`config.mk`:
```
export PLATFORM = sky130hd
export DESIGN_NAME = bisc_front
export DESIGN_NICKNAME = d
export VERILOG_FILES = /design/src/design/bilinear_image_scaler_core_macros.svh /design/src/design/bisc_pkg.sv /design/src/design/bisc_div.sv /design/src/design/bisc_front.sv
export SDC_FILE = /design/constraint.sdc
export NUM_CORES = 2
export LEC_CHECK = 0
export ABC_AREA = 1
export ABC_CLOCK_PERIOD_IN_PS = 175800
export BUFFER_PORTS_ARGS = -buffer_cell sky130_fd_sc_hd__buf_2
export CAP_MARGIN = 10
export CORE_ASPECT_RATIO = 1.1
export CORE_MARGIN = 4
export CORE_UTILIZATION = 69
export DETAILED_ROUTE_END_ITERATION = 12
export PLACE_DENSITY = 0.85
export SYNTH_ARGS = -nofsm -noshare
export SYNTH_HDL_FRONTEND = slang
export SYNTH_SLANG_ARGS = --single-unit
```
`constraint.sdc`:
```
create_clock -name clk -period 175.8 [get_ports clk]
set_input_delay 52.74 -clock clk [delete_from_list [all_inputs] [get_ports clk]]
set_output_delay 52.74 -clock clk [all_outputs]
set_load 0.005 [all_outputs]
```
`src/design/bilinear_image_scaler_core_macros.svh`:
```
// assertion helpers shared by the scaler modules
`ifndef BILINEAR_IMAGE_SCALER_CORE_MACROS_SVH
`define BILINEAR_IMAGE_SCALER_CORE_MACROS_SVH

// same-cycle implication, sampled on clk, off while arst_n is low
`define BISC_ASSERT_IMP(lbl, ante, cons) \
	lbl: assert property (@(posedge clk) disable iff (!arst_n) (ante) |-> (cons)) \
		else $error("bisc assertion failed");

// next-cycle implication, sampled on clk, off while arst_n is low
`define BISC_ASSERT_NXT(lbl, ante, cons) \
	lbl: assert property (@(posedge clk) disable iff (!arst_n) (ante) |=> (cons)) \
		else $error("bisc assertion failed");

`endif

```
`src/design/bisc_pkg.sv`:
```
`default_nettype none

package bisc_pkg;

	localparam int MAX_WIDTH = 256;
	localparam int MAX_HEIGHT = 256;

	localparam int XW = $clog2(MAX_WIDTH);
	localparam int YW = $clog2(MAX_HEIGHT);
	localparam int AW = XW + YW;
	localparam int SWW = $clog2(MAX_WIDTH + 1);
	localparam int SHW = $clog2(MAX_HEIGHT + 1);
	localparam int SMW = (SWW > SHW) ? SWW : SHW;

	// fixed point: 16 fraction bits, weights run 0 to 1.0 inclusive
	localparam int FRAC = 16;
	localparam int WTW = FRAC + 1;
	localparam int ONE = 1 << FRAC;
	localparam int HALF = 1 << (FRAC - 1);

	// (2d+1)*size, then shifted up by the fraction bits
	localparam int AXW = 9 + SMW;
	localparam int NW = AXW + FRAC;
	// divisor is 2*dst, dst up to 511
	localparam int DVW = 10;
	localparam int REMW = DVW + 1;
	// quotient bits resolved per divider stage
	localparam int DK = 4;
	localparam int DS = (NW + DK - 1) / DK;
	localparam int NPW = DS * DK;

	localparam int QD = 4;
	localparam int QAW = $clog2(QD);

	localparam logic REQ_LOAD = 1'b0;
	localparam logic REQ_CALC = 1'b1;
	localparam logic [2:0] CHAN_RGB = 3'd3;

	typedef enum logic [2:0] {
		REG_SRC_W = 3'd0,
		REG_SRC_H = 3'd1,
		REG_DST_W = 3'd2,
		REG_DST_H = 3'd3,
		REG_CHAN  = 3'd4
	} reg_idx_t;

	typedef enum logic {
		B_IDLE,
		B_READ
	} bst_t;

	typedef struct packed {
		logic       req_type;
		logic [7:0] pos_x;
		logic [7:0] pos_y;
		logic [7:0] in_red;
		logic [7:0] in_green;
		logic [7:0] in_blue;
		logic [7:0] in_alpha;
	} req_t;

	typedef struct packed {
		logic [7:0] out_red;
		logic [7:0] out_green;
		logic [7:0] out_blue;
		logic [7:0] out_alpha;
	} res_t;

	typedef struct packed {
		logic [8:0] src_w;
		logic [8:0] src_h;
		logic [8:0] dst_w;
		logic [8:0] dst_h;
		logic [2:0] chan;
	} cfg_t;

	// one classified item on its way to the back end
	typedef struct packed {
		logic           is_load;
		logic [AW-1:0]  addr;
		logic [31:0]    pix;
		logic [XW-1:0]  bx;
		logic [XW-1:0]  nx;
		logic [YW-1:0]  by;
		logic [YW-1:0]  ny;
		logic [WTW-1:0] wx;
		logic [WTW-1:0] wy;
	} cmd_t;

	// zero acts as one, anything above cap acts as cap
	function automatic logic [15:0] eff_size(input logic [8:0] v, input int unsigned cap);
		logic [15:0] r;
		if (v == 9'd0) begin
			r = 16'd1;
		end else if (32'(v) > cap) begin
			r = 16'(cap);
		end else begin
			r = 16'(v);
		end
		return r;
	endfunction

endpackage

`default_nettype wire

```
`src/design/bisc_div.sv`:
```
`default_nettype none

module bisc_div import bisc_pkg::*; (
	input  logic            clk,
	input  logic            en,
	input  logic [NW-1:0]   numer,
	input  logic [DVW-1:0]  dvs,
	output logic [NW-1:0]   quot
);

	typedef struct packed {
		logic [REMW-1:0] rem;
		logic [DK-1:0]   qb;
	} step_t;

	logic [REMW-1:0] rem_sk [DS];
	logic [NPW-1:0]  num_sk [DS];
	logic [NPW-1:0]  quo_sk [DS];

	logic [REMW-1:0] rem_d [DS];
	logic [NPW-1:0]  num_d [DS];
	logic [NPW-1:0]  quo_d [DS];

	// restoring division, DK bits at a time
	function automatic step_t div_step(input logic [REMW-1:0] r_in,
			input logic [DK-1:0] bits, input logic [DVW-1:0] d);
		logic [REMW-1:0] r;
		step_t o;
		r = r_in;
		o.qb = '0;
		for (int k = DK - 1; k >= 0; k--) begin
			r = {r[REMW-2:0], bits[k]};
			if (r >= {1'b0, d}) begin
				r = r - {1'b0, d};
				o.qb[k] = 1'b1;
			end
		end
		o.rem = r;
		return o;
	endfunction

	always_comb begin
		step_t st;
		logic [REMW-1:0] r_prev;
		logic [NPW-1:0] n_prev;
		logic [NPW-1:0] q_prev;
		for (int j = 0; j < DS; j++) begin
			if (j == 0) begin
				r_prev = '0;
				n_prev = NPW'(numer);
				q_prev = '0;
			end else begin
				r_prev = rem_sk[j-1];
				n_prev = num_sk[j-1];
				q_prev = quo_sk[j-1];
			end
			st = div_step(r_prev, n_prev[NPW-1 -: DK], dvs);
			rem_d[j] = st.rem;
			num_d[j] = n_prev << DK;
			quo_d[j] = {q_prev[NPW-DK-1:0], st.qb};
		end
	end

	always_ff @(posedge clk) begin
		if (en) begin
			for (int j = 0; j < DS; j++) begin
				rem_sk[j] <= rem_d[j];
				num_sk[j] <= num_d[j];
				quo_sk[j] <= quo_d[j];
			end
		end
	end

	assign quot = quo_sk[DS-1][NW-1:0];

endmodule

`default_nettype wire

```
`src/design/bisc_front.sv`:
```
`default_nettype none

module bisc_front import bisc_pkg::*; (
	input  logic  clk,
	input  logic  arst_n,
	input  cfg_t  cfg,
	input  logic  req_valid,
	output logic  req_ready,
	input  req_t  req,
	output logic  push_valid,
	input  logic  push_ready,
	output cmd_t  push
);

	localparam int IBW = NW - FRAC;

	typedef struct packed {
		logic [15:0]    base;
		logic [15:0]    nbr;
		logic [WTW-1:0] wt;
	} axis_t;

	logic [SWW-1:0] sw_c;
	logic [SHW-1:0] sh_c;
	logic [DVW-1:0] dvx_c;
	logic [DVW-1:0] dvy_c;
	logic [AXW-1:0] ax_c;
	logic [AXW-1:0] ay_c;
	logic [NW-1:0]  num_x_s1;
	logic [NW-1:0]  num_y_s1;
	logic [NW-1:0]  quo_x;
	logic [NW-1:0]  quo_y;
	logic           vld_sk [DS+1];
	req_t           item_sk [DS+1];
	logic           adv;
	logic           load_ok;
	logic           keep;
	axis_t          map_x;
	axis_t          map_y;
	req_t           last;

	// center-aligned source coordinate to base, neighbor and weight
	function automatic axis_t map_axis(input logic [NW-1:0] q, input logic [15:0] size);
		logic [NW-1:0] s;
		logic [IBW-1:0] ib;
		axis_t r;
		s = q - NW'(HALF);
		ib = s[NW-1:FRAC];
		if (q < NW'(HALF)) begin
			r.base = '0;
			r.wt = '0;
		end else if (32'(ib) > 32'(size) - 32'd1) begin
			r.base = size - 16'd1;
			r.wt = WTW'(ONE);
		end else begin
			r.base = 16'(ib);
			r.wt = {1'b0, s[FRAC-1:0]};
		end
		r.nbr = (r.base == size - 16'd1) ? r.base : r.base + 16'd1;
		return r;
	endfunction

	assign sw_c = SWW'(eff_size(cfg.src_w, MAX_WIDTH));
	assign sh_c = SHW'(eff_size(cfg.src_h, MAX_HEIGHT));
	assign dvx_c = {((cfg.dst_w == 9'd0) ? 9'd1 : cfg.dst_w), 1'b0};
	assign dvy_c = {((cfg.dst_h == 9'd0) ? 9'd1 : cfg.dst_h), 1'b0};

	assign ax_c = AXW'({req.pos_x, 1'b1}) * AXW'(sw_c);
	assign ay_c = AXW'({req.pos_y, 1'b1}) * AXW'(sh_c);

	always_ff @(posedge clk or negedge arst_n) begin
		if (!arst_n) begin
			for (int i = 0; i <= DS; i++) begin
				vld_sk[i] <= 1'b0;
			end
		end else if (adv) begin
			vld_sk[0] <= req_valid;
			for (int i = 1; i <= DS; i++) begin
				vld_sk[i] <= vld_sk[i-1];
			end
		end
	end

	always_ff @(posedge clk) begin
		if (adv) begin
			item_sk[0] <= req;
			num_x_s1 <= {ax_c, {FRAC{1'b0}}};
			num_y_s1 <= {ay_c, {FRAC{1'b0}}};
			for (int i = 1; i <= DS; i++) begin
				item_sk[i] <= item_sk[i-1];
			end
		end
	end

	bisc_div u_div_x (
		.clk   (clk),
		.en    (adv),
		.numer (num_x_s1),
		.dvs   (dvx_c),
		.quot  (quo_x)
	);

	bisc_div u_div_y (
		.clk   (clk),
		.en    (adv),
		.numer (num_y_s1),
		.dvs   (dvy_c),
		.quot  (quo_y)
	);

	assign last = item_sk[DS];
	assign map_x = map_axis(quo_x, 16'(sw_c));
	assign map_y = map_axis(quo_y, 16'(sh_c));

	// loads outside the store are dropped here
	assign load_ok = (32'(last.pos_x) < MAX_WIDTH) && (32'(last.pos_y) < MAX_HEIGHT);
	assign keep = (last.req_type == REQ_CALC) || load_ok;

	assign push_valid = vld_sk[DS] && keep;
	assign adv = !(push_valid && !push_ready);
	assign req_ready = adv;

	always_comb begin
		push.is_load = (last.req_type == REQ_LOAD);
		push.addr = {YW'(last.pos_y), XW'(last.pos_x)};
		push.pix = {last.in_alpha, last.in_blue, last.in_green, last.in_red};
		push.bx = XW'(map_x.base);
		push.nx = XW'(map_x.nbr);
		push.by = YW'(map_y.base);
		push.ny = YW'(map_y.nbr);
		push.wx = map_x.wt;
		push.wy = map_y.wt;
	end

endmodule

`default_nettype wire

```
==> flow_summary.json <==
{
  "status": "finished clean",
  "cpMostUsedCell": "nand2_1",
  "area_delta_synth_final_pct": 8.05,
  "insertion_delay_ns": 0.72,
  "antenna_found_initial": 3,
  "rows": 125,
  "dp_slack_ns": 64.86,
  "worst_slack_ns": 64.78,
  "final_common_cell": "nand2_1",
  "synth_top_flop_cell": "edfxtp_1",
  "drt-initial-drc-count": 4949,
  "layout-drive-gt1-share_pct": 8.09,
  "cts.path.max_buffers": 3,
  "drv_slew": 0,
  "crit_path_start_kind": "input port",
  "synth_area_um2": 73300,
  "ys_seq_area_share_pct": 44.7,
  "yosysWarnings": 0,
  "async_flop_share_pct": 0.914,
  "finalHoldViolCount": 0,
  "post-route-min-period_ns": 111.02,
  "drt_pass1_iterations": 8,
  "critPathArrivalTime_ns": 58.28,
  "drt-total-wl_um": 173000,
  "initial_core_util_pct": 69.5,
  "period_share_pct": 63.2,
  "max_freq_mhz": 9.01,
  "synth_edf_count": 1084,
  "ios": 209,
  "grtUsageTotal_pct": 30.6,
  "synthMuxAreaShare_pct": 0.138,
  "final_nets": 8885,
  "hpwl_um": 123000,
  "synth-xor-area-share_pct": 6.04,
  "synth_area_per_cell_um2": 9.54,
  "min_path_type": "flop to flop",
  "yosys.area_share.simple_pct": 17.6,
  "ant_nets": 0,
  "cts.clk_slew.worst_paths_ns": 0.07,
  "clock-sinks": 1094,
  "maxCapViolCount": 0,
  "io_buffers": 205,
  "synth_top_family_by_area": "simple AND/OR/NAND/NOR gates",
  "required_ns": 123.06,
  "rsz0062_at_grt": "no",
  "die_y_um": 350,
  "grt_start_max_net_pins": 185,
  "crit_path_max_incr_delay_ns": 0.86,
  "crit_slowest_cell": "clkinv_1",
  "via_per_inst": 5.93,
  "critPathCaptureType": "output pin",
  "htreeDepth": 3,
  "die_w_um": 319,
  "gr-total-overflow": 0,
  "relSlewSlack_pct": 16.4,
  "crit_type": "input port to output pin",
  "setup-violations-final": 0,
  "drcViolationCount": 0,
  "finClkSkew_ns": 0.0255,
  "die-area_um2": 112000,
  "ctsResizeCount": 0,
  "grt_pass1_wl_um": 277000,
  "synth_cell_type_count": 78,
  "postCtsSetupBuffers": 0,
  "first_global_vias": 55293,
  "clockRootBuffer": "clkbuf_16",
  "coreArea_um2": 106000,
  "synth_fa_ha_area_share_pct": 16.4,
  "cts_tree": "done",
  "numCtsBuffers": 108,
  "avgRoutedWirePerCell_um": 18.4,
  "synthCells": 7687,
  "mostFrequentLayoutCells": "nand2_1, edfxtp_1, inv_1",
  "worstPathMaxFanout": 19,
  "ys_seq_elements": 1094,
  "gp_congestion": 0.934,
  "holdBufCountCts": 0,
  "tightest_slew_ns": 1.25,
  "synth_compound_area_share_pct": 9.73,
  "vias": 55816,
  "fin_setup_tns_ns": 0
}
[area by class of cell]
cell class / instances / area [um^2]
clock buffers: 126 / 2790
repair buffers: 250 / 1410
clock inverters: 73 / 763
diodes: 2 / 5.00
well taps: 1397 / 1750
multi-input cells: 5648 / 36600
fillers: 7224 / 26300
inverters: 819 / 3080
flip-flops and latches: 1094 / 32800
[critical path, delay by kind of cell]
family,cells,cell delay (ns)
adders and majority gates,1,0.31
buffers and inverters,4,1.36
AOI/OAI and AO/OA,2,0.49
and+or+nand+nor,21,3.36
[registers in the layout (all words and copies together), names as in the netlist]
| signal | flops |
|---|---|
| num_x_s1 | 18 |
| item_sk | 490 |
| u_div_x.rem_sk | 77 |
| num_y_s1 | 18 |
| push_valid | 1 |
| vld_sk | 9 |
| u_div_y.quo_sk | 162 |
| u_div_x.num_sk | 40 |
| u_div_y.rem_sk | 77 |
| u_div_x.quo_sk | 162 |
| u_div_y.num_sk | 40 |
[cells by family (layout without fill, tap and decap cells)]
logic type | count (synthesis) | in the layout
other | 1 | 20
and+or+nand+nor | 3006 | 3006
xor gates and xnor gates | 502 | 502
buffers and inverters | 962 | 1268
muxes | 9 | 9
AOI/OAI and AO/OA | 1241 | 1241
DFF | 1094 | 1094
adders and majority gates | 872 | 872
[layer usage]
layer,share of wire (%),wire [um],track usage [%]
met1,39,67300,37.2
met5,0,0,0
met3,6.7,11500,4.48
met2,50,85600,53.8
met4,4.9,8450,14.5
[final timing paths]
path                                        start                      to  slack [ns]  depth (start not counted)
max                                       cfg[25]                push[41]       64.78                         28
min                        u_div_x.quo_sk[0][159]  u_div_x.quo_sk[0][199]        0.40                          0
max reg2reg                 u_div_x.rem_sk[0][33]   u_div_x.rem_sk[0][46]      166.88                         38
min reg2reg                u_div_x.quo_sk[0][159]  u_div_x.quo_sk[0][199]        0.40                          0
max in group asynchronous                  arst_n               vld_sk[4]      123.73                          1
min in group asynchronous                  arst_n               vld_sk[9]       51.89                          1
[per-stage QoR]
step | cell area, um^2 | std cells | utilization [%] | hold WS (ns)
2_1_floorplan | 73400 | 7704 | - | 0.400
3_3_place_gp | 75700 | 9208 | 71.7 | 0.400
3_5_place_dp | 75700 | 9208 | 71.7 | 0.405
4_1_cts | 79200 | 9407 | 75.0 | 0.393
5_1_grt | 79200 | 9409 | 75.0 | 0.398
6_report | 79200 | 9409 | 75.0 | 0.403
[synthesized netlist by cell type (89+ instances only)]
library cell | n | share of area, %
nand2_1 | 1745 | 8.9
edfxtp_1 | 1084 | 44
inv_1 | 775 | 4.0
ha_1 | 728 | 12
a21oi_1 | 500 | 3.4
nor2_1 | 499 | 2.6
nand3_1 | 391 | 2.7
xor2_1 | 350 | 4.2
o21ai_0 | 339 | 2.3
xnor2_1 | 149 | 1.8
fa_1 | 144 | 3.9
o21ai_1 | 98 | 0.67
nand4_1 | 91 | 0.78
nor3_1 | 89 | 0.61
Power is not shown: default switching activity piles up to over one toggle a cycle in this logic, so the estimate is an artifact.
