$ cat src/design/bilinear_image_scaler_core_macros.svh
// assertion helpers shared by the scaler modules
`ifndef BILINEAR_IMAGE_SCALER_CORE_MACROS_SVH
`define BILINEAR_IMAGE_SCALER_CORE_MACROS_SVH

// same-cycle implication, sampled on clk, off while arst_n is low
`define BISC_ASSERT_IMP(lbl, ante, cons) \
	lbl: assert property (@(posedge clk) disable iff (!arst_n) (ante) |-> (cons)) \
		else $error("bisc assertion failed");

// next-cycle implication, sampled on clk, off while arst_n is low
`define BISC_ASSERT_NXT(lbl, ante, cons) \
	lbl: assert property (@(posedge clk) disable iff (!arst_n) (ante) |=> (cons)) \
		else $error("bisc assertion failed");

`endif

$ cat src/design/bisc_pkg.sv
`default_nettype none

package bisc_pkg;

	localparam int MAX_WIDTH = 256;
	localparam int MAX_HEIGHT = 256;

	localparam int XW = $clog2(MAX_WIDTH);
	localparam int YW = $clog2(MAX_HEIGHT);
	localparam int AW = XW + YW;
	localparam int SWW = $clog2(MAX_WIDTH + 1);
	localparam int SHW = $clog2(MAX_HEIGHT + 1);
	localparam int SMW = (SWW > SHW) ? SWW : SHW;

	// fixed point: 16 fraction bits, weights run 0 to 1.0 inclusive
	localparam int FRAC = 16;
	localparam int WTW = FRAC + 1;
	localparam int ONE = 1 << FRAC;
	localparam int HALF = 1 << (FRAC - 1);

	// (2d+1)*size, then shifted up by the fraction bits
	localparam int AXW = 9 + SMW;
	localparam int NW = AXW + FRAC;
	// divisor is 2*dst, dst up to 511
	localparam int DVW = 10;
	localparam int REMW = DVW + 1;
	// quotient bits resolved per divider stage
	localparam int DK = 4;
	localparam int DS = (NW + DK - 1) / DK;
	localparam int NPW = DS * DK;

	localparam int QD = 4;
	localparam int QAW = $clog2(QD);

	localparam logic REQ_LOAD = 1'b0;
	localparam logic REQ_CALC = 1'b1;
	localparam logic [2:0] CHAN_RGB = 3'd3;

	typedef enum logic [2:0] {
		REG_SRC_W = 3'd0,
		REG_SRC_H = 3'd1,
		REG_DST_W = 3'd2,
		REG_DST_H = 3'd3,
		REG_CHAN  = 3'd4
	} reg_idx_t;

	typedef enum logic {
		B_IDLE,
		B_READ
	} bst_t;

	typedef struct packed {
		logic       req_type;
		logic [7:0] pos_x;
		logic [7:0] pos_y;
		logic [7:0] in_red;
		logic [7:0] in_green;
		logic [7:0] in_blue;
		logic [7:0] in_alpha;
	} req_t;

	typedef struct packed {
		logic [7:0] out_red;
		logic [7:0] out_green;
		logic [7:0] out_blue;
		logic [7:0] out_alpha;
	} res_t;

	typedef struct packed {
		logic [8:0] src_w;
		logic [8:0] src_h;
		logic [8:0] dst_w;
		logic [8:0] dst_h;
		logic [2:0] chan;
	} cfg_t;

	// one classified item on its way to the back end
	typedef struct packed {
		logic           is_load;
		logic [AW-1:0]  addr;
		logic [31:0]    pix;
		logic [XW-1:0]  bx;
		logic [XW-1:0]  nx;
		logic [YW-1:0]  by;
		logic [YW-1:0]  ny;
		logic [WTW-1:0] wx;
		logic [WTW-1:0] wy;
	} cmd_t;

	// zero acts as one, anything above cap acts as cap
	function automatic logic [15:0] eff_size(input logic [8:0] v, input int unsigned cap);
		logic [15:0] r;
		if (v == 9'd0) begin
			r = 16'd1;
		end else if (32'(v) > cap) begin
			r = 16'(cap);
		end else begin
			r = 16'(v);
		end
		return r;
	endfunction

endpackage

`default_nettype wire

$ cat src/design/bisc_queue.sv
`default_nettype none

module bisc_queue import bisc_pkg::*; (
	input  logic  clk,
	input  logic  arst_n,
	input  logic  push_valid,
	output logic  push_ready,
	input  cmd_t  push,
	output logic  pop_valid,
	input  logic  pop_ready,
	output cmd_t  pop
);

`include "bilinear_image_scaler_core_macros.svh"

	cmd_t           mem_q [QD];
	logic [QAW-1:0] wr_q;
	logic [QAW-1:0] rd_q;
	logic [QAW:0]   cnt_q;
	logic           do_push;
	logic           do_pop;

	assign push_ready = (cnt_q != (QAW+1)'(QD));
	assign pop_valid = (cnt_q != '0);
	assign do_push = push_valid && push_ready;
	assign do_pop = pop_valid && pop_ready;
	assign pop = mem_q[rd_q];

	always_ff @(posedge clk or negedge arst_n) begin
		if (!arst_n) begin
			wr_q <= '0;
			rd_q <= '0;
			cnt_q <= '0;
		end else begin
			if (do_push) begin
				wr_q <= wr_q + 1'b1;
			end
			if (do_pop) begin
				rd_q <= rd_q + 1'b1;
			end
			if (do_push && !do_pop) begin
				cnt_q <= cnt_q + 1'b1;
			end else if (do_pop && !do_push) begin
				cnt_q <= cnt_q - 1'b1;
			end
		end
	end

	always_ff @(posedge clk) begin
		if (do_push) begin
			mem_q[wr_q] <= push;
		end
	end

	`BISC_ASSERT_IMP(a_cnt_bound, 1'b1, cnt_q <= (QAW+1)'(QD))
	`BISC_ASSERT_IMP(a_ptr_track, 1'b1, wr_q == QAW'(rd_q + cnt_q[QAW-1:0]))
	`BISC_ASSERT_NXT(a_fill_step, do_push && !do_pop, cnt_q == $past(cnt_q) + 1'b1)

endmodule

`default_nettype wire

$ cat config.mk
export PLATFORM = sky130hd
export DESIGN_NAME = bisc_queue
export DESIGN_NICKNAME = d
export VERILOG_FILES = /design/src/design/bisc_pkg.sv /design/src/design/bisc_queue.sv
export VERILOG_INCLUDE_DIRS = /design/src /design/src/design
export SDC_FILE = /design/constraint.sdc
export NUM_CORES = 1
export LEC_CHECK = 0
export BUFFER_PORTS_ARGS = -buffer_cell sky130_fd_sc_hd__buf_2
export CAP_MARGIN = 20
export CORE_MARGIN = 5
export CORE_UTILIZATION = 47
export CTS_BUF_LIST = sky130_fd_sc_hd__clkbuf_2
export DETAILED_ROUTE_END_ITERATION = 16
export GPL_TIMING_DRIVEN = 0
export PLACE_DENSITY = 0.69
export SYNTH_ARGS = -nofsm -noshare
export SYNTH_HDL_FRONTEND = slang
export SYNTH_SLANG_ARGS = --single-unit
export TNS_END_PERCENT = 5
$ cat constraint.sdc
create_clock -name clk -period 5.8 [get_ports clk]
set_clock_uncertainty 0.1 [all_clocks]
set_input_delay 0.29 -clock clk [delete_from_list [all_inputs] [get_ports clk]]
set_output_delay 0.29 -clock clk [all_outputs]
set_load 0.005 [all_outputs]
==> results of run 1 <==
-- worst register-to-register path, stage by stage, from the launching register on --
cell      delay [ps]
dfrtp_1          450
nor2_1            90
a21boi_2         340
and2_4           550
buf_16           350
-- cells by family (layout without fill, tap and decap cells) --
| kind of cell | after synthesis | after routing | synth area share |
|---|---|---|---|
| fa+ha+maj | 6 | 6 | 0.00487 |
| xor+xnor | 6 | 6 | 0.00310 |
| simple gates | 10 | 10 | 0.00302 |
| buf+inv | 29 | 706 | 0.00988 |
| compound gates | 1 | 1 | 0.000664 |
| mux | 117 | 117 | 0.154 |
| flops | 467 | 467 | 0.824 |
| other cells | 0 | 2 | 0 |
-- cells in the mapped netlist, drive strengths merged, types with 3 or more instances --
cell      n
xnor2     4
inv       3
dfrtp     7
ha        5
mux4    115
clkbuf    6
edfxtp  460
buf      20
and2      4
-- area by class of cell --
| class | count | share of cell area |
|---|---|---|
| flip-flops and latches | 467 | 0.626 |
| repair buffers | 479 | 0.168 |
| multi-input cells | 140 | 0.126 |
| clock buffers | 158 | 0.0354 |
| well taps | 461 | 0.0258 |
| clock inverters | 40 | 0.0106 |
| plain buffers | 26 | 0.00700 |
| inverters | 3 | 0.000504 |
| diodes | 2 | 0.000224 |
-- how the worst max path moves through the flow --
stage,from,slack [ps],cells after the start,endpoint
2_1_floorplan,cnt_q[0],1790,3,mem_q[0][0]
3_3_place_gp,cnt_q[0],-470,3,mem_q[2][59]
3_5_place_dp,cnt_q[0],3480,4,mem_q[0][56]
4_1_cts,rd_q[1],2310,5,pop[83]
5_1_grt,rd_q[1],2310,5,pop[83]
6_report,rd_q[1],2570,5,pop[83]
-- through the flow --
| stage | instances | power, uW | setup WS, ps |
|---|---|---|---|
| 6_report | 1776 | 9790 | 2570 |
| 5_1_grt | 1776 | 10400 | 2310 |
| 4_1_cts | 1774 | 9960 | 2310 |
| 3_5_place_dp | 1340 | 7720 | 3480 |
| 3_3_place_gp | 1332 | 7720 | -475 |
| 2_1_floorplan | 636 | 6450 | 1790 |
-- routing by layer --
layer	wire length [um]	up-vias
li1	-	4036
met1	13700	4523
met2	18100	293
met3	2990	46
met4	633	0
met5	0	-
-- flip-flops by register name (all words and copies together), names as in the netlist --
register and flops:
cnt_q 3, mem_q 460, rd_q 2, wr_q 2
-- cells in the final DEF, fill, tap and decap left out, drive strengths merged --
master | netlist | routed
a21boi | 1 | 1
and2 | 4 | 4
buf | 20 | 263
bufinv | 0 | 3
clkbuf | 6 | 164
clkinv | 0 | 34
clkinvlp | 0 | 1
dfrtp | 7 | 7
diode | 0 | 2
dlygate4sd3 | 0 | 236
edfxtp | 460 | 460
fa | 1 | 1
ha | 5 | 5
inv | 3 | 5
mux2 | 2 | 2
mux4 | 115 | 115
nand2 | 2 | 2
nand3 | 1 | 1
nor2 | 2 | 2
or3 | 1 | 1
xnor2 | 4 | 4
xor2 | 2 | 2
-- power breakdown --
group | switching (uW) | internal, uW | total [uW]
Sequential | 140 | 4440 | 4580
Combinational | 1570 | 1530 | 3100
Clock | 1240 | 867 | 2100
Total | 2950 | 6840 | 9790
==> impl_results.md, run 1 <==
- Hold path cells: 4
- Reg clk slew, reported paths: 110 ps
- Met1 Usage GRT: 0.215
- Data required, critical path: 5410 ps
- # hold bufs at CTS: 236
- DR iter-0 viols: 372
- Worst Path Buf+Inv: 4
- CTS tree: yes
- Hold_ws: 214 ps
- FP Rows: 69
- Slowest CP cell: mux4_2
- Outcome: complete, no violations
- Ys Warns: 0
- Via count of the first global-routing pass: 9912
- Asr flop ratio synth: 0.0150
- Area Growth Syn to Fin: 31.6%
- Post-layout instance area: 22300 um2
- Hold Path End: wr_q[0]
- Pwr/cell area: 438 nW/um2
- Leakage power: 0.00801 uW
- Clock buffer depth: 3
- Met3 usage: 0.0626
- HP Class: in -> reg
- Distinct cells, synth: 19
- First-pass GRT wire length: 54000 um
- Crit path arrival time: 2840 ps
- Syn Nets: 761
- Max VDD drop: 312 uV
- Antenna viol nets, final: 0
- DR WL/cell: 19.9 um
- Die span in y: 200 um
- Fin util: 0.628
- Crit path time final: 3230 ps
- Reg2Reg Setup Slack: 3450 ps
- Clk root buf: clkbuf_2
- Vias per cell: 5.01
- Synth Register Bits: 467
- Synth top area share: 0.814
- Die ar.: 40000 um2
- Cell mode on critical path: buf_2
- Slew of the pin with the lowest slew margin: 771 ps
- Setup_tns: 0 ps
- CTS H-Tree Depth: 3
- Met2 GRT Util: 0.302
- Cts bufs inserted: 111
- RR Endpoint: mem_q[0][62]
- Crit Path Max Fanout: 10
- RePlAce Congestion: 0.705
- Cell count after synthesis: 636
- Post-CTS Setup Repair Bufs: 0
- Cell Area, Placed: 18900 um2
- FF-to-FF path depth: 4
- Max Freq: 310 MHz
- Starting density of the core: 0.477
- Share of layout cells above drive strength 1: 0.421
- Top Ports: 236
- GRT Residual Overflow: 0
- Sequential element share of the synthesized area: 0.824
- Seq. cell area: 14000 um2
- Post-detail-place hpwl: 20500 um
- Synth area leader: edfxtp_1
- Top delay family on crit path: buffers and inverters
- DRT Pass-1 Iters: 4
- Worst path max stage delay: 370 ps
- Mapped cell area: 17000 um2
- Layout fillers: 2504
- Later-pin clock latency in the skew report: 990 ps
- Crit end category: output port
- Max-slew violation count: 0
- Initial antenna violation count: 2
- Multi-input gate area: 2820 um2
- Reg-to-Reg Start: cnt_q[0]
- Tcrit/Tclk final: 0.556
- RSZ-0062 raised after global routing: no
- I/O Buffers: 235
- Slew HR: 0.486
- Syn avg cell area: 26.7 um2
- CP Cell Sequence: buf_2, buf_2, buf_2, mux4_2, buf_2
- Final Hold Viols: 0
- Core area: 35600 um2
- Number of nets in the layout: 1353
- Min-Delay Startpoint: push_valid
- Dominant cells by area after synthesis: edfxtp_1 (81%), mux4_2 (15%), dfrtp_1 (1.0%)
- DR vias: 8898
- Sink Count: 467
- Largest net degree at the start of global routing: 57
- Post-synth EDFFs: 460
- WS Path Type: reg -> out
- Final Setup Violations: 0
- GRT Total Usage: 0.179
- Crit path launch type: flop
- Final WL: 35400 um
- Gr busiest metal: met2
- Remaining DRCs: 0
- # Max-Cap Violations: 0
- Main flop type after synthesis: edfxtp_1
- PostCTS Resize Cnt: 0
- Die Wd: 200 um
(Power assumes the default switching activity.)
==> run 2, diff against run 1 <==
==> constraint.sdc (replaced) <==
create_clock -name clk -period 3.1 [get_ports clk]
set_clock_uncertainty 0.1 [all_clocks]
set_input_delay 0.155 -clock clk [delete_from_list [all_inputs] [get_ports clk]]
set_output_delay 0.155 -clock clk [all_outputs]
set_load 0.005 [all_outputs]
==> run 2 against run 1 <==
Via count grew 0.44%. Clock power up 90%. Wire length is 2.0% higher. Final area rose by 0.52%. Critical path type unchanged. Largest power group unchanged.
==> impl_results.md, run 2 (synthesis gave the netlist of run 1 again) <==
- RR Endpoint: mem_q[0][110]
- Antenna viol nets, final: 0 (unchanged)
- Post-layout instance area: 22400 um2 (+0.52%)
- Share of layout cells above drive strength 1: 0.425 (+0.00337)
- FP Rows: 69 (unchanged)
- Top Ports: 236 (unchanged)
- Place WS: 569 ps (-2910 ps)
- GRT Residual Overflow: 0 (unchanged)
- DR iter-0 viols: 443 (+19%)
- Max reg flops: 460 (unchanged)
- DRT Pass-1 Iters: 5 (+1)
- Most common cell after layout, fill and taps aside: edfxtp_1
- Hold path cells: 3 (-1)
- Core area: 35600 um2 (unchanged)
- Hold_ws: 319 ps (+105 ps)
- Tcrit/Tclk final: 0.941
- Via count of the first global-routing pass: 10100 (+2.2%)
- Leakage power: 0.00805 uW (+0.56%)
- Seq. cell area: 14000 um2 (unchanged)
- Vias per cell: 5.03 (+0.44%)
- RePlAce Congestion: 0.713 (+1.2%)
- Hold Path End: mem_q[2][16]
- Max-slew violation count: 0 (unchanged)
- Post-detail-place hpwl: 20700 um (+0.71%)
- Biggest register: mem_q
- Reg-to-Reg Start: cnt_q[0]
- WS Path Type: reg -> out
- Initial antenna violation count: 3 (+1)
- Cts bufs inserted: 111 (unchanged)
- Min-Delay Startpoint: push[16]
- GRT Total Usage: 0.186 (+0.00721)
- Final WL: 36100 um (+2.0%)
- Crit path launch type: flop
- Crit Path Max Fanout: 10 (unchanged)
- Final setup margin: 184 ps (-2390 ps)
- Max VDD drop: 582 uV (+86%)
- Crit path from: rd_q[0]
- Crit end category: output port
- Area Growth Syn to Fin: 32.3%
- Slew of the pin with the lowest slew margin: 471 ps (-300 ps)
- DR WL/cell: 20.3 um (+2.0%)
- Max Freq: 343 MHz
- I/O Buffers: 235 (unchanged)
- Data required, critical path: 2840 ps (-2570 ps)
- Commonest cells after routing, fill and taps aside: edfxtp_1 (460), buf_2 (237), dlygate4sd3_1 (237), clkbuf_2 (161), mux4_2 (115)
- # Max-Cap Violations: 0 (unchanged)
- Reg2Reg Setup Slack: 540 ps (-2910 ps)
- Sink Count: 467 (unchanged)
- Layout fillers: 2471 (-1.3%)
- Pwr/cell area: 825 nW/um2 (+88%)
- Largest net degree at the start of global routing: 57 (unchanged)
- Post-CTS Setup Repair Bufs: 0 (unchanged)
- Number of nets in the layout: 1354 (+0.074%)
- First-pass GRT wire length: 56200 um (+4.2%)
- Multi-input gate area: 2820 um2 (unchanged)
- Die span in y: 200 um (unchanged)
- Clk root buf: clkbuf_2
- FF-to-FF path depth: 5 (+1)
- Starting density of the core: 0.477 (unchanged)
- Crit path time final: 2920 ps
- RSZ-0062 raised after global routing: yes
- HP Class: in -> reg
- Die ar.: 40000 um2 (unchanged)
- Reg clk slew, reported paths: 100 ps (about the same)
- Slew HR: 0.686 (+0.200)
- Final Setup Violations: 0 (unchanged)
- Outcome: complete, no violations
- CTS H-Tree Depth: 3 (unchanged)
- Cell Area, Placed: 18900 um2 (unchanged)
- Clock buffer depth: 3 (unchanged)
- DR vias: 8937 (+0.44%)
- Crit path arrival time: 2660 ps (-180 ps)
- Later-pin clock latency in the skew report: 1050 ps (+60 ps)
- Remaining DRCs: 0 (unchanged)
- Die Wd: 200 um (unchanged)
- Biggest regs: mem_q (460), cnt_q (3)
- Final Hold Viols: 0 (unchanged)
- CTS tree: yes
==> run 2: where the power goes <==
group	total, uW	internal (uW)	switching (uW)	leakage, uW
clock network	4000	1630	2370	0.000763
logic	5940	2980	2960	0.00299
registers	8580	8310	268	0.00430
==> run 2: worst max-delay path by stage <==
stage / end / slack (ps) / cells after the start
global route: pop[91] / -9 / 5
floorplan: mem_q[0][0] / -910 / 3
CTS: pop[12] / -30 / 4
finish: pop[91] / 180 / 5
global placement: mem_q[1][47] / -3150 / 3
detailed placement: mem_q[1][76] / 570 / 5
==> run 2: through the flow <==
stage                     total power, uW  TNS [ps]  utilization  cells
after CTS                           18800      -654        0.630   1773
final                               18500         0        0.631   1776
after detailed placement            14400         0        0.532   1340
after floorplan                     12000   -314940            -    636
after global placement              14400  -1158730        0.526   1332
after global routing                19700     -22.2        0.631   1775
==> run 2: worst max-delay path, cell delays in order, from the launching register on <==
cell and delay, ps:
dfrtp_1 420, buf_12 170, buf_16 170, buf_12 170
mux4_2 520, buf_2 150
==> run 2: area by class of cell <==
class	instances	share of cell area
Multi-Input combinational cell	140	0.126
Antenna cell	3	0.000334
Sequential cell	467	0.623
Tap cell	461	0.0257
Buffer	26	0.0111
Timing Repair Buffer	480	0.167
Clock buffer	155	0.0346
Clock inverter	41	0.0118
Inverter	3	0.000502
==> run 2: repair_timing <==
| item | CTS | global route |
|---|---|---|
| hold endpoints to repair | 678 | 0 |
| resized for setup | 22 | 8 |
| hold buffers | 237 | 0 |
| setup endpoints to repair | 99 | 68 |
==> run 2: metal layers <==
metal,vias up,track usage,part of all wire
li1,4028,-,-
met5,-,0,0
met4,0,0.0631,0.017
met3,47,0.0648,0.083
met1,4567,0.223,0.37
met2,295,0.317,0.53
==> run 3, diff against run 2 <==
--- a/config.mk
+++ b/config.mk
@@ -14,6 +14,7 @@
 export DETAILED_ROUTE_END_ITERATION = 16
 export GPL_TIMING_DRIVEN = 0
 export PLACE_DENSITY = 0.69
+export RECOVER_POWER = 100
 export SYNTH_ARGS = -nofsm -noshare
 export SYNTH_HDL_FRONTEND = slang
 export SYNTH_SLANG_ARGS = --single-unit
==> constraint.sdc (replaced) <==
create_clock -name clk -period 3.2 [get_ports clk]
set_clock_uncertainty 0.1 [all_clocks]
set_input_delay 0.16 -clock clk [delete_from_list [all_inputs] [get_ports clk]]
set_output_delay 0.16 -clock clk [all_outputs]
set_load 0.005 [all_outputs]
==> run 3 against run 2 <==
Largest power group unchanged. Wire length up 0.17%. Largest cell class unchanged. Worst hold slack better by 14 ps. Combinational power decreased by 7.9%.
==> impl_results.md, run 3 (synthesis gave the netlist of run 1 again) <==
- First-pass GRT wire length: 56200 um (about the same)
- Max reg flops: 460 (unchanged)
- Combinational power share: 0.310 (-0.011)
- Switching power total: 5410 uW (-3.4%)
- Finished Layout Cells: 1775 (-0.056%)
- Reg-to-Reg Start: cnt_q[0]
- Pwr/cell area: 795 nW/um2 (-3.7%)
- Max Freq: 334 MHz
- Leakage power: 0.00785 uW (-2.5%)
- CTS tree: yes
- Area Growth Syn to Fin: 31.0%
- Max-slew violation count: 0 (unchanged)
- Biggest register: mem_q
- Met1 Usage GRT: 0.223 (unchanged)
- Clk root buf: clkbuf_2
- Vias per cell: 5.04 (+0.17%)
- Crit path from: cnt_q[0]
- Via count of the first global-routing pass: 10100 (+0.030%)
- WS Path Type: reg -> reg
- Total Power: 17700 uW (-4.6%)
- Final Hold Viols: 0 (unchanged)
- # Max-Cap Violations: 0 (unchanged)
- Initial antenna violation count: 3 (unchanged)
- Final Setup Violations: 0 (unchanged)
- Layout fillers: 2529 (+2.3%)
- Internal power: 12300 uW (-5.2%)
- RR Endpoint: mem_q[0][110]
- Setup_tns: 0 ps (unchanged)
- Crit path arrival time: 3500 ps (+840 ps)
- Die ar.: 40000 um2 (unchanged)
- Clock buffer depth: 3 (unchanged)
- Biggest regs: mem_q (460), cnt_q (3)
- Gr busiest metal: met2
- Reg clk slew, reported paths: 100 ps (about the same)
- Sw Ratio: 0.306 (+0.00391)
- Met2 GRT Util: 0.317 (unchanged)
- Later-pin clock latency in the skew report: 1050 ps (about the same)
- CTS H-Tree Depth: 3 (unchanged)
- Slew of the pin with the lowest slew margin: 901 ps (+430 ps)
- Die span in y: 200 um (unchanged)
- Crit path time final: 2990 ps
- Share of layout cells above drive strength 1: 0.381 (-0.0434)
- GRT Total Usage: 0.186 (unchanged)
- Number of nets in the layout: 1354 (unchanged)
- Sequential power share: 0.471 (+0.008)
- Most common cell after layout, fill and taps aside: edfxtp_1
- FP Rows: 69 (unchanged)
- RePlAce Congestion: 0.713 (unchanged)
- I/O Buffers: 235 (unchanged)
- DR iter-0 viols: 464 (+4.7%)
- DR WL/cell: 20.4 um (+0.23%)
- Data required, critical path: 3700 ps (+860 ps)
- DP Cell Count: 1340 (unchanged)
- FF-to-FF path depth: 5 (unchanged)
- Largest net degree at the start of global routing: 57 (unchanged)
- Die Wd: 200 um (unchanged)
- Starting density of the core: 0.477 (unchanged)
- Crit path launch type: flop
- DRT Pass-1 Iters: 4 (-1)
- Remaining DRCs: 0 (unchanged)
- Sink Count: 467 (unchanged)
- Cts bufs inserted: 111 (unchanged)
- Top Ports: 236 (unchanged)
- Antenna viol nets, final: 0 (unchanged)
- Tcrit/Tclk final: 0.935
- RSZ-0062 raised after global routing: no
- Slew HR: 0.399 (-0.287)
- Met3 usage: 0.0648 (unchanged)
- Post-detail-place hpwl: 20700 um (unchanged)
- Reg2Reg Setup Slack: 210 ps (-330 ps)
- Core area: 35600 um2 (unchanged)
- DR vias: 8947 (+0.11%)
- Critical path endpoint: mem_q[0][110]
- Max VDD drop: 567 uV (-2.6%)
- Outcome: complete, no violations
- Final WL: 36100 um (+0.17%)
- Commonest cells after routing, fill and taps aside: edfxtp_1 (460), dlygate4sd3_1 (237), clkbuf_2 (193), buf_2 (156), mux4_2 (115)
- GRT Residual Overflow: 0 (unchanged)
- HP Class: in -> reg
- Crit end category: flop
- Crit Path Max Fanout: 56 (+46)
- Clock power frac: 0.219 (+0.003)
[run 3: cell types whose count changed in the layout (fill, tap and decap cells not counted), sizes merged]
cell | before | now
diode | 3 | 2
buf | 257 | 170
clkbuf | 167 | 254
[run 3: metrics by stage]
| step | instance area [um2] | hold slack [ps] | utilization | setup WS, ps |
|---|---|---|---|---|
| floorplan | 17000 | -236 | - | -813 |
| global placement | 18700 | -95.9 | 0.526 | -3050 |
| detailed placement | 18900 | -94.2 | 0.532 | 669 |
| CTS | 22400 | 172 | 0.629 | 1.41 |
| global route | 22200 | 207 | 0.625 | 1.36 |
| finish | 22200 | 333 | 0.625 | 207 |
[run 3: worst min path at each step]
stage	startpoint	end	depth (start not counted)
2_1_floorplan	arst_n	cnt_q[0]	0
3_3_place_gp	arst_n	cnt_q[2]	1
3_5_place_dp	arst_n	cnt_q[2]	1
4_1_cts	push[83]	mem_q[1][83]	3
5_1_grt	push[85]	mem_q[3][85]	3
6_report	push[16]	mem_q[2][16]	3
[run 3: what timing repair did]
action | in CTS | in global routing
setup buffers | 0 | 0
hold buffers | 237 | 0
gates resized for setup | 10 | 4
endpoints found under the setup margin | 84 | 29
endpoints found under the hold margin | 667 | 0
[run 3: layer usage]
layer | vias up | routed length [um]
met5 | - | 7
met4 | 2 | 604
met3 | 47 | 3080
met2 | 306 | 19000
met1 | 4570 | 13400
li1 | 4022 | -
[run 3: critical path, stage by stage, from the launching register on]
cell,delay (ps)
dfrtp_1,440
nor2_1,100
a21boi_2,340
and2_4,490
buf_12,280
buf_4,710
[run 3: cell type report]
| class | instances | area (um2) | share of cell area |
|---|---|---|---|
| diodes | 2 | 5.00 | 0.000225 |
| plain buffers | 26 | 181 | 0.00816 |
| clock buffers | 155 | 776 | 0.0349 |
| clock inverters | 41 | 264 | 0.0119 |
| inverters | 3 | 11.3 | 0.000507 |
| multi-input cells | 140 | 2820 | 0.127 |
| flip-flops and latches | 467 | 14000 | 0.629 |
| well taps | 461 | 577 | 0.0260 |
| repair buffers | 480 | 3600 | 0.162 |
[run 3: power by group through the flow]
stage	Clock [uW]	Combinational, uW	Sequential, uW
global route	4390	5980	8420
floorplan	0	3170	8490
detailed placement	0	5520	8460
global placement	0	5300	8650
CTS	3980	5800	8320
finish	3870	5470	8320
